### src/hw/rtl/mbcts_pkg.sv
package mbcts_pkg;

  // Default sizing
  localparam int DEF_MAX_ENTRIES     = 128;
  localparam int DEF_MAX_ENTRY_BYTES = 8;

  // Byte masks for seven-bit and full eight-bit compare
  localparam logic [7:0] LOW7_MASK = 8'h7F;
  localparam logic [7:0] FULL_MASK = 8'hFF;

  // Request codes
  localparam logic REQ_LOAD   = 1'b0;
  localparam logic REQ_LOOKUP = 1'b1;

  // Configuration register indexes
  localparam logic [1:0] REG_ENTRY_COUNT = 2'd0;
  localparam logic [1:0] REG_DEFAULT_DUP = 2'd1;
  localparam logic [1:0] REG_SEVEN_BIT   = 2'd2;

  typedef struct packed {
    logic        req_type;
    logic [6:0]  entry_index;
    logic [63:0] entry_text;
    logic [3:0]  entry_dup;
    logic [6:0]  entry_code;
    logic [63:0] query_bytes;
    logic        canonical;
  } in_item_t;

  typedef struct packed {
    logic       matched;
    logic [3:0] match_length;
    logic [6:0] char_code;
  } out_item_t;

  typedef struct packed {
    logic [7:0] entry_count;
    logic [3:0] default_dup_set;
    logic       seven_bit_compare;
  } cfg_regs_t;

endpackage

### src/hw/rtl/mbcts_search.sv
// Binary search sequencer: one probe per cycle against the entry store.
module mbcts_search #(
  parameter int MAX_ENTRIES     = mbcts_pkg::DEF_MAX_ENTRIES,
  parameter int MAX_ENTRY_BYTES = mbcts_pkg::DEF_MAX_ENTRY_BYTES
) (
  input  logic                           clk,
  input  logic                           rst_n,
  input  logic                           go,
  input  logic [MAX_ENTRY_BYTES*8-1:0]   query,
  input  logic                           canonical,
  input  mbcts_pkg::cfg_regs_t           cfg,
  output logic                           busy,
  output logic                           rd_en,
  output logic [$clog2(MAX_ENTRIES)-1:0] rd_addr,
  input  logic [MAX_ENTRY_BYTES*8-1:0]   rd_text,
  input  logic [3:0]                     rd_dup,
  input  logic [6:0]                     rd_code,
  output logic                           out_valid,
  output mbcts_pkg::out_item_t           out_data
);

  localparam int TW = MAX_ENTRY_BYTES * 8;
  localparam int AW = $clog2(MAX_ENTRIES);
  localparam int CW = $clog2(MAX_ENTRIES + 1);

  typedef enum logic [1:0] {
    ST_IDLE  = 2'b01,
    ST_PROBE = 2'b10
  } state_t;

  state_t               state_r, state_nxt;
  logic [CW-1:0]        low_r, low_nxt;
  logic [CW-1:0]        hi1_r, hi1_nxt;   // one past the upper bound
  logic [CW-1:0]        mid_r, mid_nxt;
  logic [CW:0]          mid_sum;
  logic [TW-1:0]        query_r;
  logic [3:0]           wanted_r;
  logic                 res_valid_r, res_valid_nxt;
  mbcts_pkg::out_item_t res_r, res_nxt;
  logic [CW-1:0]        count_c;

  // Compare results for the probed entry
  logic [7:0] mask_c;
  logic [3:0] len_c;
  logic       mism_c;
  logic       byte_lower_c;
  logic       hit_c;
  logic       lower_c;

  // Clamp the configured count to the table depth
  assign count_c = (32'(cfg.entry_count) > MAX_ENTRIES) ? CW'(MAX_ENTRIES)
                                                        : CW'(cfg.entry_count);

  assign mask_c = cfg.seven_bit_compare ? mbcts_pkg::LOW7_MASK : mbcts_pkg::FULL_MASK;

  // Entry length, first differing byte and its order
  always_comb begin
    logic       run;
    logic [7:0] qb;
    logic [7:0] eb;
    len_c        = '0;
    mism_c       = 1'b0;
    byte_lower_c = 1'b0;
    run          = 1'b1;
    for (int i = 0; i < MAX_ENTRY_BYTES; i++) begin
      qb = query_r[8*i +: 8] & mask_c;
      eb = rd_text[8*i +: 8] & mask_c;
      run = run && (rd_text[8*i +: 8] != 8'd0);
      if (run) begin
        len_c = len_c + 4'd1;
        if (!mism_c && (qb != eb)) begin
          mism_c       = 1'b1;
          byte_lower_c = qb < eb;
        end
      end
    end
  end

  assign hit_c   = !mism_c && (rd_dup == wanted_r);
  assign lower_c = mism_c ? byte_lower_c : (wanted_r < rd_dup);

  // Sequencer
  always_comb begin
    state_nxt     = state_r;
    low_nxt       = low_r;
    hi1_nxt       = hi1_r;
    res_valid_nxt = 1'b0;
    res_nxt       = res_r;
    unique case (state_r)
      ST_IDLE: begin
        if (go) begin
          low_nxt = '0;
          hi1_nxt = count_c;
          if (count_c == '0) begin
            res_valid_nxt = 1'b1;
            res_nxt       = '0;
          end else begin
            state_nxt = ST_PROBE;
          end
        end
      end
      ST_PROBE: begin
        if (hit_c) begin
          res_valid_nxt = 1'b1;
          state_nxt     = ST_IDLE;
          if (len_c != 4'd0) begin
            res_nxt.matched      = 1'b1;
            res_nxt.match_length = len_c;
            res_nxt.char_code    = rd_code;
          end else begin
            res_nxt = '0;
          end
        end else begin
          if (lower_c) begin
            hi1_nxt = mid_r;
          end else begin
            low_nxt = mid_r + CW'(1);
          end
          if (low_nxt >= hi1_nxt) begin
            res_valid_nxt = 1'b1;
            res_nxt       = '0;
            state_nxt     = ST_IDLE;
          end
        end
      end
      default: state_nxt = ST_IDLE;
    endcase
  end

  // Next probe address
  assign mid_sum = {1'b0, low_nxt} + {1'b0, hi1_nxt} - (CW+1)'(1);
  assign mid_nxt = mid_sum[CW:1];
  assign rd_en   = (state_nxt == ST_PROBE);
  assign rd_addr = mid_nxt[AW-1:0];

  // Control registers
  always_ff @(posedge clk) begin
    if (!rst_n) begin
      state_r     <= ST_IDLE;
      res_valid_r <= 1'b0;
    end else begin
      state_r     <= state_nxt;
      res_valid_r <= res_valid_nxt;
    end
  end

  // Search bounds and result payload
  always_ff @(posedge clk) begin
    low_r <= low_nxt;
    hi1_r <= hi1_nxt;
    mid_r <= mid_nxt;
    res_r <= res_nxt;
    if (go && state_r == ST_IDLE) begin
      query_r  <= query;
      wanted_r <= canonical ? 4'd0 : cfg.default_dup_set;
    end
  end

  assign busy      = (state_r != ST_IDLE);
  assign out_valid = res_valid_r;
  assign out_data  = res_r;

endmodule

### config.mk
export PLATFORM = sky130hd
export DESIGN_NAME = mbcts_search
export DESIGN_NICKNAME = d
export VERILOG_FILES = /design/src/hw/rtl/mbcts_pkg.sv /design/src/hw/rtl/mbcts_search.sv
export SDC_FILE = /design/constraint.sdc
export NUM_CORES = 1
export LEC_CHECK = 0
export BUFFER_PORTS_ARGS = -buffer_cell sky130_fd_sc_hd__buf_4
export CORE_MARGIN = 2
export CORE_UTILIZATION = 54
export CTS_CLUSTER_DIAMETER = 40
export CTS_CLUSTER_SIZE = 40
export DETAILED_ROUTE_END_ITERATION = 16
export GPL_ROUTABILITY_DRIVEN = 0
export PLACE_DENSITY_LB_ADDON = 0.25
export SLEW_MARGIN = 40
export SYNTH_ARGS = -nofsm -noshare
export SYNTH_HDL_FRONTEND = slang
export SYNTH_SLANG_ARGS = --single-unit
### constraint.sdc
create_clock -name clk -period 8.6 [get_ports clk]
set_input_delay 1.29 -clock clk [delete_from_list [all_inputs] [get_ports clk]]
set_output_delay 1.29 -clock clk [all_outputs]
set_load 0.01 [all_outputs]
# Yosys cells after proc, flatten, opt, wreduce, memory -nomap -nowiden
# Cells that the tools add are included.
word_totals:
  ff_bits: 107
  elab_cells: 170
  in_bits: 156
  output_inout_bits: 22
classes:
  n_lt_le_gt_ge: 11
  bitwise_logic: 16
  n_reduce_logical: 36
  addsub: 10
  eq_ne: 16
  muxes: 71
op_table:
  columns: ["op", "n"]
  rows:
  - ["AND 8 bit", 16]
  - ["2-to-1 mux 8 bit", 12]
  - ["< comparator 8 bit", 8]
  - ["!= test 8 bit", 8]
  - ["nonzero test 8 bit", 8]
  - ["2-to-1 mux 12 bit", 5]
  - ["2-to-1 mux 1 bit", 38]
  - ["case mux 8 bit (2 select lines)", 2]
  - ["adder 4 x 1 -> 4 bit (second input constant)", 6]
  - ["2-to-1 mux 4 bit", 6]
  - ["case mux 12 bit (2 select lines)", 1]
  - ["logical AND 1 bit", 16]
  - ["2-to-1 mux 2 bit", 5]
  - ["adder 8 x 8 -> 9 bit", 1]
  - ["subtractor 9 x 1 -> 9 bit (second input constant)", 1]
  - ["adder 8 x 1 -> 8 bit (second input constant)", 1]
  - [">= comparator 8 bit", 1]
  - ["greater-than comparator 8 bit (second input constant)", 1]
  - ["logical NOT 1 bit", 8]
  - ["logical NOT 8 bit", 1]
  - ["== test 2 bit (second input constant)", 2]
  - ["== test 4 bit", 1]
  - ["< comparator 4 bit", 1]
  - ["!= test 2 bit (second input constant)", 2]
  - ["other kinds (9)", 9]

# Logic depth before layout (Yosys ltp)
depth:
  ltp_word: 42
  depth_mapped: 24
  ltp_nobuf: 22

# Worst setup path before layout
# OpenSTA, ideal clock, no wires.
synth_path:
  path_type: "in2out"
  startpoint: "input port cfg[0] (netlist bit)"
  endpoint: "output port rd_en"
  stages: 24
  path_buffers: 3
  arrival_ns: 5.818
  required_time_ns: 7.310
  slack_ns: 1.492
  cell_sequence: "clkbuf_1 > nand2b_1 > ha_1 > nand4_1 > or2_1 > or4_1 > a2111oi_2 > a31oi_1 > a32oi_4 > nand2_1 > buf_2 > buf_2 > nand2_1 > o21ai_0 > ha_1 > nand2b_1 > a21o_1 > a21o_1 > a211oi_1 > o21ai_0 > o211ai_1 > and3_1 > nor2_1 > nor4bb_1"
synth_via:
  elab_chain_cells: 42
  word_cells_on_any_way: 93
  cone_classes: "order compare (9); eq/ne (9); mux (43); bitwise (16); reduce/logical (16)"
synth_rtl:
  columns: ["item", "line", "source"]
  rows:
  - ["from (decl)", "mbcts_search.sv:11", "input mbcts_pkg::cfg_regs_t cfg,"]
  - ["2-to-1 mux 8 bit (*)", "mbcts_search.sv:54", "assign mask_c = cfg.seven_bit_compare ? mbcts_pkg::LOW7_MASK : mbcts_pkg::FULL_MASK;"]
  - ["AND 8 bit (on tied branches)", "mbcts_search.sv:66, mbcts_search.sv:67", null]
  - ["!= test 8 bit", "mbcts_search.sv:71", "if (!mism_c && (qb != eb)) begin"]
  - ["2-to-1 mux 1 bit", "mbcts_search.sv:71", null]
  - ["2-to-1 mux 1 bit", "mbcts_search.sv:69", "if (run) begin"]
  - ["logical NOT 1 bit", "mbcts_search.sv:71", null]
  - ["logical AND 1 bit", "mbcts_search.sv:71", null]
  - ["2-to-1 mux 1 bit", "mbcts_search.sv:71", null]
  - ["(+26 left out)", null, null]
  - ["2-to-1 mux 8 bit", "mbcts_search.sv:114", "if (lower_c) begin"]
  - ["2-to-1 mux 8 bit", "mbcts_search.sv:103", "if (hit_c) begin"]
  - ["2-to-1 mux 8 bit", "mbcts_search.sv:89", "unique case (state_r)"]
  - [">= comparator 8 bit", "mbcts_search.sv:119", "if (low_nxt >= hi1_nxt) begin"]
  - ["2-to-1 mux 2 bit", "mbcts_search.sv:119", null]
  - ["2-to-1 mux 2 bit (*)", "mbcts_search.sv:103", null]
  - ["case mux 2 bit (2 select lines) (*)", "mbcts_search.sv:89", null]
  - ["== test 2 bit (*)", "mbcts_search.sv:133", "assign rd_en = (state_nxt == ST_PROBE);"]
  - ["to (decl)", "mbcts_search.sv:13", "output logic rd_en,"]
# Every way passes the cells marked *; elsewhere a longest branch is shown, timed or not. The select of a mux whose other input is x is not followed.

# Final worst setup path
# Ends and elaborated chain as after synthesis.

==> summary.txt <==
Clock network
  • Clock sinks: around 110
  • Root buf cell: clkbuf_16
  • CTS max path bufs: 2
  • CTS tree: done
  • Clock Latency Late Sink: 0.35 ns
  • Hold_buf cts: 0
  • Reg clk slew, reported paths: around 0.070 ns
  • Post-CTS resize count: 0
  • H-tree lvl count: 3
  • Post-CTS setup buffer count: 0
  • Number of buffers created by CTS: 9

Detailed routing
  • Post-route ant nets: 0
  • Final wirelength: 16600 µm
  • DRT Pass-1 Iters: 5
  • DR DRC count: 0
  • Drt initial violations: around 290
  • Via count: between 5000 and 6000
  • Routed WL per cell: between 15 and 20 µm
  • Via density: 5.58

Die
  • Num rows: slightly above 40
  • I/O pins: around 180
  • Die Y: around 120 µm
  • Die W: about 120 µm
  • Initial core utilization: a little under three fifths
  • Core ar.: between 0.01 and 0.015 mm²
  • Total Die Area: 0.0138 mm²

STA
  • Slew headroom: between 50% and 60%
  • Endpoints failing hold: 0
  • Final Hold Slack: ~0.52 ns
  • Tmin final: about 7.7 ns
  • Clock Skews: between 0.007 and 0.008 ns
  • Unrepaired setup endpoints after global routing: no
  • Slew @ Worst Pin: 0.707 ns
  • Max-slew violations: 0
  • # setup viols final: 0
  • Final Cycle Share: 89.6%
  • Post-route setup TNS: 0 ns
  • Fmax: 130 MHz

Job
  • Max-cap viol count: 0

Final layout
  • Design Area, Final: roughly 0.0088 mm²
  • NumNets Final: 1109
  • Commonest non-fill, non-tap cells in the layout: buf_4 (179), ha_1 (98), inv_1 (91)
  • Diode count: 0
  • Area added between synthesis and finish: 25.9%
  • Commonest non-fill, non-tap cell in the layout: buf_4
  • Fraction of layout cells with a size suffix above 1: around a quarter

Global routing
  • Largest net degree at the start of global routing: 70
  • Overall Global Routing Usage: roughly 24%
  • Vias in the first global route: 5778
  • Grt ovf: 0
  • Initial antenna violation count: 0
  • First-pass GRT wire length: 27400 µm

Pwr
  • Leak: just over 0.004 µW
  • Pwr Density: 266 mW/mm²
  • Switching power: about 860 µW
  • Register share of total power: 33.1%
  • P_int: roughly 1500 µW
  • Clock share of power: just under 20%
  • Logic pwr share: a little under half
  • Peak VDD IR: roughly 0.44 mV
  • Switch share: between 30% and 40%

Yosys
  • Synthesized Nets: 935
  • Synthesized area: approximately 0.007 mm²
  • Post-Syn Instances: 680
  • Async S/R FF share, synth: 0%
  • Number of synthesized flops with an enable pin: 80
  • Top FF cell, synth: edfxtp_1
  • Yosys warning count: 0
  • Register bit total from synthesis: 107
  • Sequential area share after synthesis: between 40% and 50%
  • Mean Syn Cell Area: approximately 10 µm²
  • Synth cell types: slightly above 60

Critical path
  • Worst Path Required: around 7.3 ns
  • Critical-path maximum fanout: 16
  • Worst path arrival time: between 6 and 7 ns
  • Kind of critical path: input port to primary output
  • Type of origin of the critical path: input port
  • Crit. End Element: primary output

Worst hold path
  • Worst Hold Class: register to register

Placed design
  • Dpl hpwl: 13300 µm
  • # port buffers: approximately 180
  • Placed cell area: 0.00845 mm²

Status
  • Outcome: finished clean
[metrics by stage]
| step | cells | setup slack, ns | util (%) | total power (µW) |
|---|---|---|---|---|
| after CTS | 1031 | 0.940 | 69.6 | 2350 |
| after global routing | 1031 | 0.524 | 69.6 | 2510 |
| final | 1031 | 0.894 | 69.6 | 2340 |
| after detailed placement | 1015 | 0.949 | 67.0 | 1880 |
| after floorplan | 680 | 1.49 | - | 1600 |
| after global placement | 1015 | 1.11 | 67.0 | 1840 |
[sequential cells by signal (all words and copies together), names as in the netlist]
| name | flops |
|---|---|
| out_data | 12 |
| state_r | 2 |
| low_r | 8 |
| query_r | 64 |
| mid_r | 8 |
| hi1_r | 8 |
| wanted_r | 4 |
| out_valid | 1 |
[worst paths after layout]
kind,start,to,slack (ns),depth (start not counted)
min,low_r[5],low_r[5],0.52,1
max,cfg[0],rd_en,0.89,22
min reg2reg,low_r[5],low_r[5],0.52,1
max reg2reg,query_r[15],out_data[10],3.31,19
[synthesized netlist by cell type, types with 5 or more instances]
master | number | area, µm²
nand4_1 | 18 | 113
o211ai_1 | 7 | 52.6
o21ai_0 | 21 | 105
mux2i_1 | 10 | 100
nand2b_1 | 14 | 87.6
a22o_1 | 8 | 70.1
dfxtp_1 | 27 | 541
nand2_1 | 34 | 128
a22oi_1 | 7 | 52.6
edfxtp_1 | 80 | 2400
a221oi_1 | 6 | 52.6
xor2_1 | 6 | 52.6
a21o_1 | 12 | 90.1
inv_1 | 91 | 342
xnor2_1 | 11 | 96.3
ha_1 | 98 | 1230
nor2b_1 | 24 | 150
nor4_1 | 17 | 106
a21oi_1 | 44 | 220
clkbuf_1 | 5 | 18.8
nor2_1 | 30 | 113
mux2_2 | 8 | 90.1
and2_1 | 11 | 68.8
buf_4 | 7 | 52.6
nand3_1 | 16 | 80.1
[layer usage]
metal / track usage, % / part of all wire [%]
met2: 43.3 / 51
met4: 7.30 / 1.8
met3: 4.60 / 5.2
met5: 0 / 0
met1: 29.4 / 43
[cell families after synthesis]
group | after synthesis | share of synthesized area [%]
flops | 107 | 42.2
simple gates | 191 | 15.2
fa+ha+maj | 99 | 17.9
buf+inv | 109 | 6.42
mux | 18 | 2.73
compound gates | 139 | 13.5
xor+xnor | 17 | 2.13
[worst max-delay path, cell delays in order]
cell and delay (ns):
buf_4 0.17, nand2b_1 0.16, ha_1 0.29, nand4_1 0.14, or2_1 0.26, or4_1 0.49, a2111oi_2 0.37, a31oi_1 0.15
a32oi_4 0.27, nand2_1 0.39, mux2_2 0.41, ha_1 0.26, nand2b_1 0.14, a21o_1 0.17, a21o_1 0.17, a211oi_1 0.22
o21ai_0 0.12, o211ai_1 0.12, and3_1 0.23, nor2_1 0.07, nor4bb_1 0.34, buf_4 0.19
[power groups by stage]
| stage | registers, µW | clock network [µW] | logic, µW |
|---|---|---|---|
| after floorplan | 768 | 0 | 829 |
| after global placement | 778 | 0 | 1060 |
| after detailed placement | 783 | 0 | 1100 |
| after CTS | 773 | 469 | 1110 |
| after global routing | 783 | 487 | 1240 |
| final | 772 | 458 | 1100 |
[area by class of cell]
cell class	instances	area (µm²)
clock buffers	9	225
clock inverters	7	106
fillers	957	3830
inverters	92	345
multi-input cells	464	3600
flip-flops and latches	107	2940
well taps	172	215
repair buffers	180	1360
No activity file was read; power rests on OpenSTA's default activity.
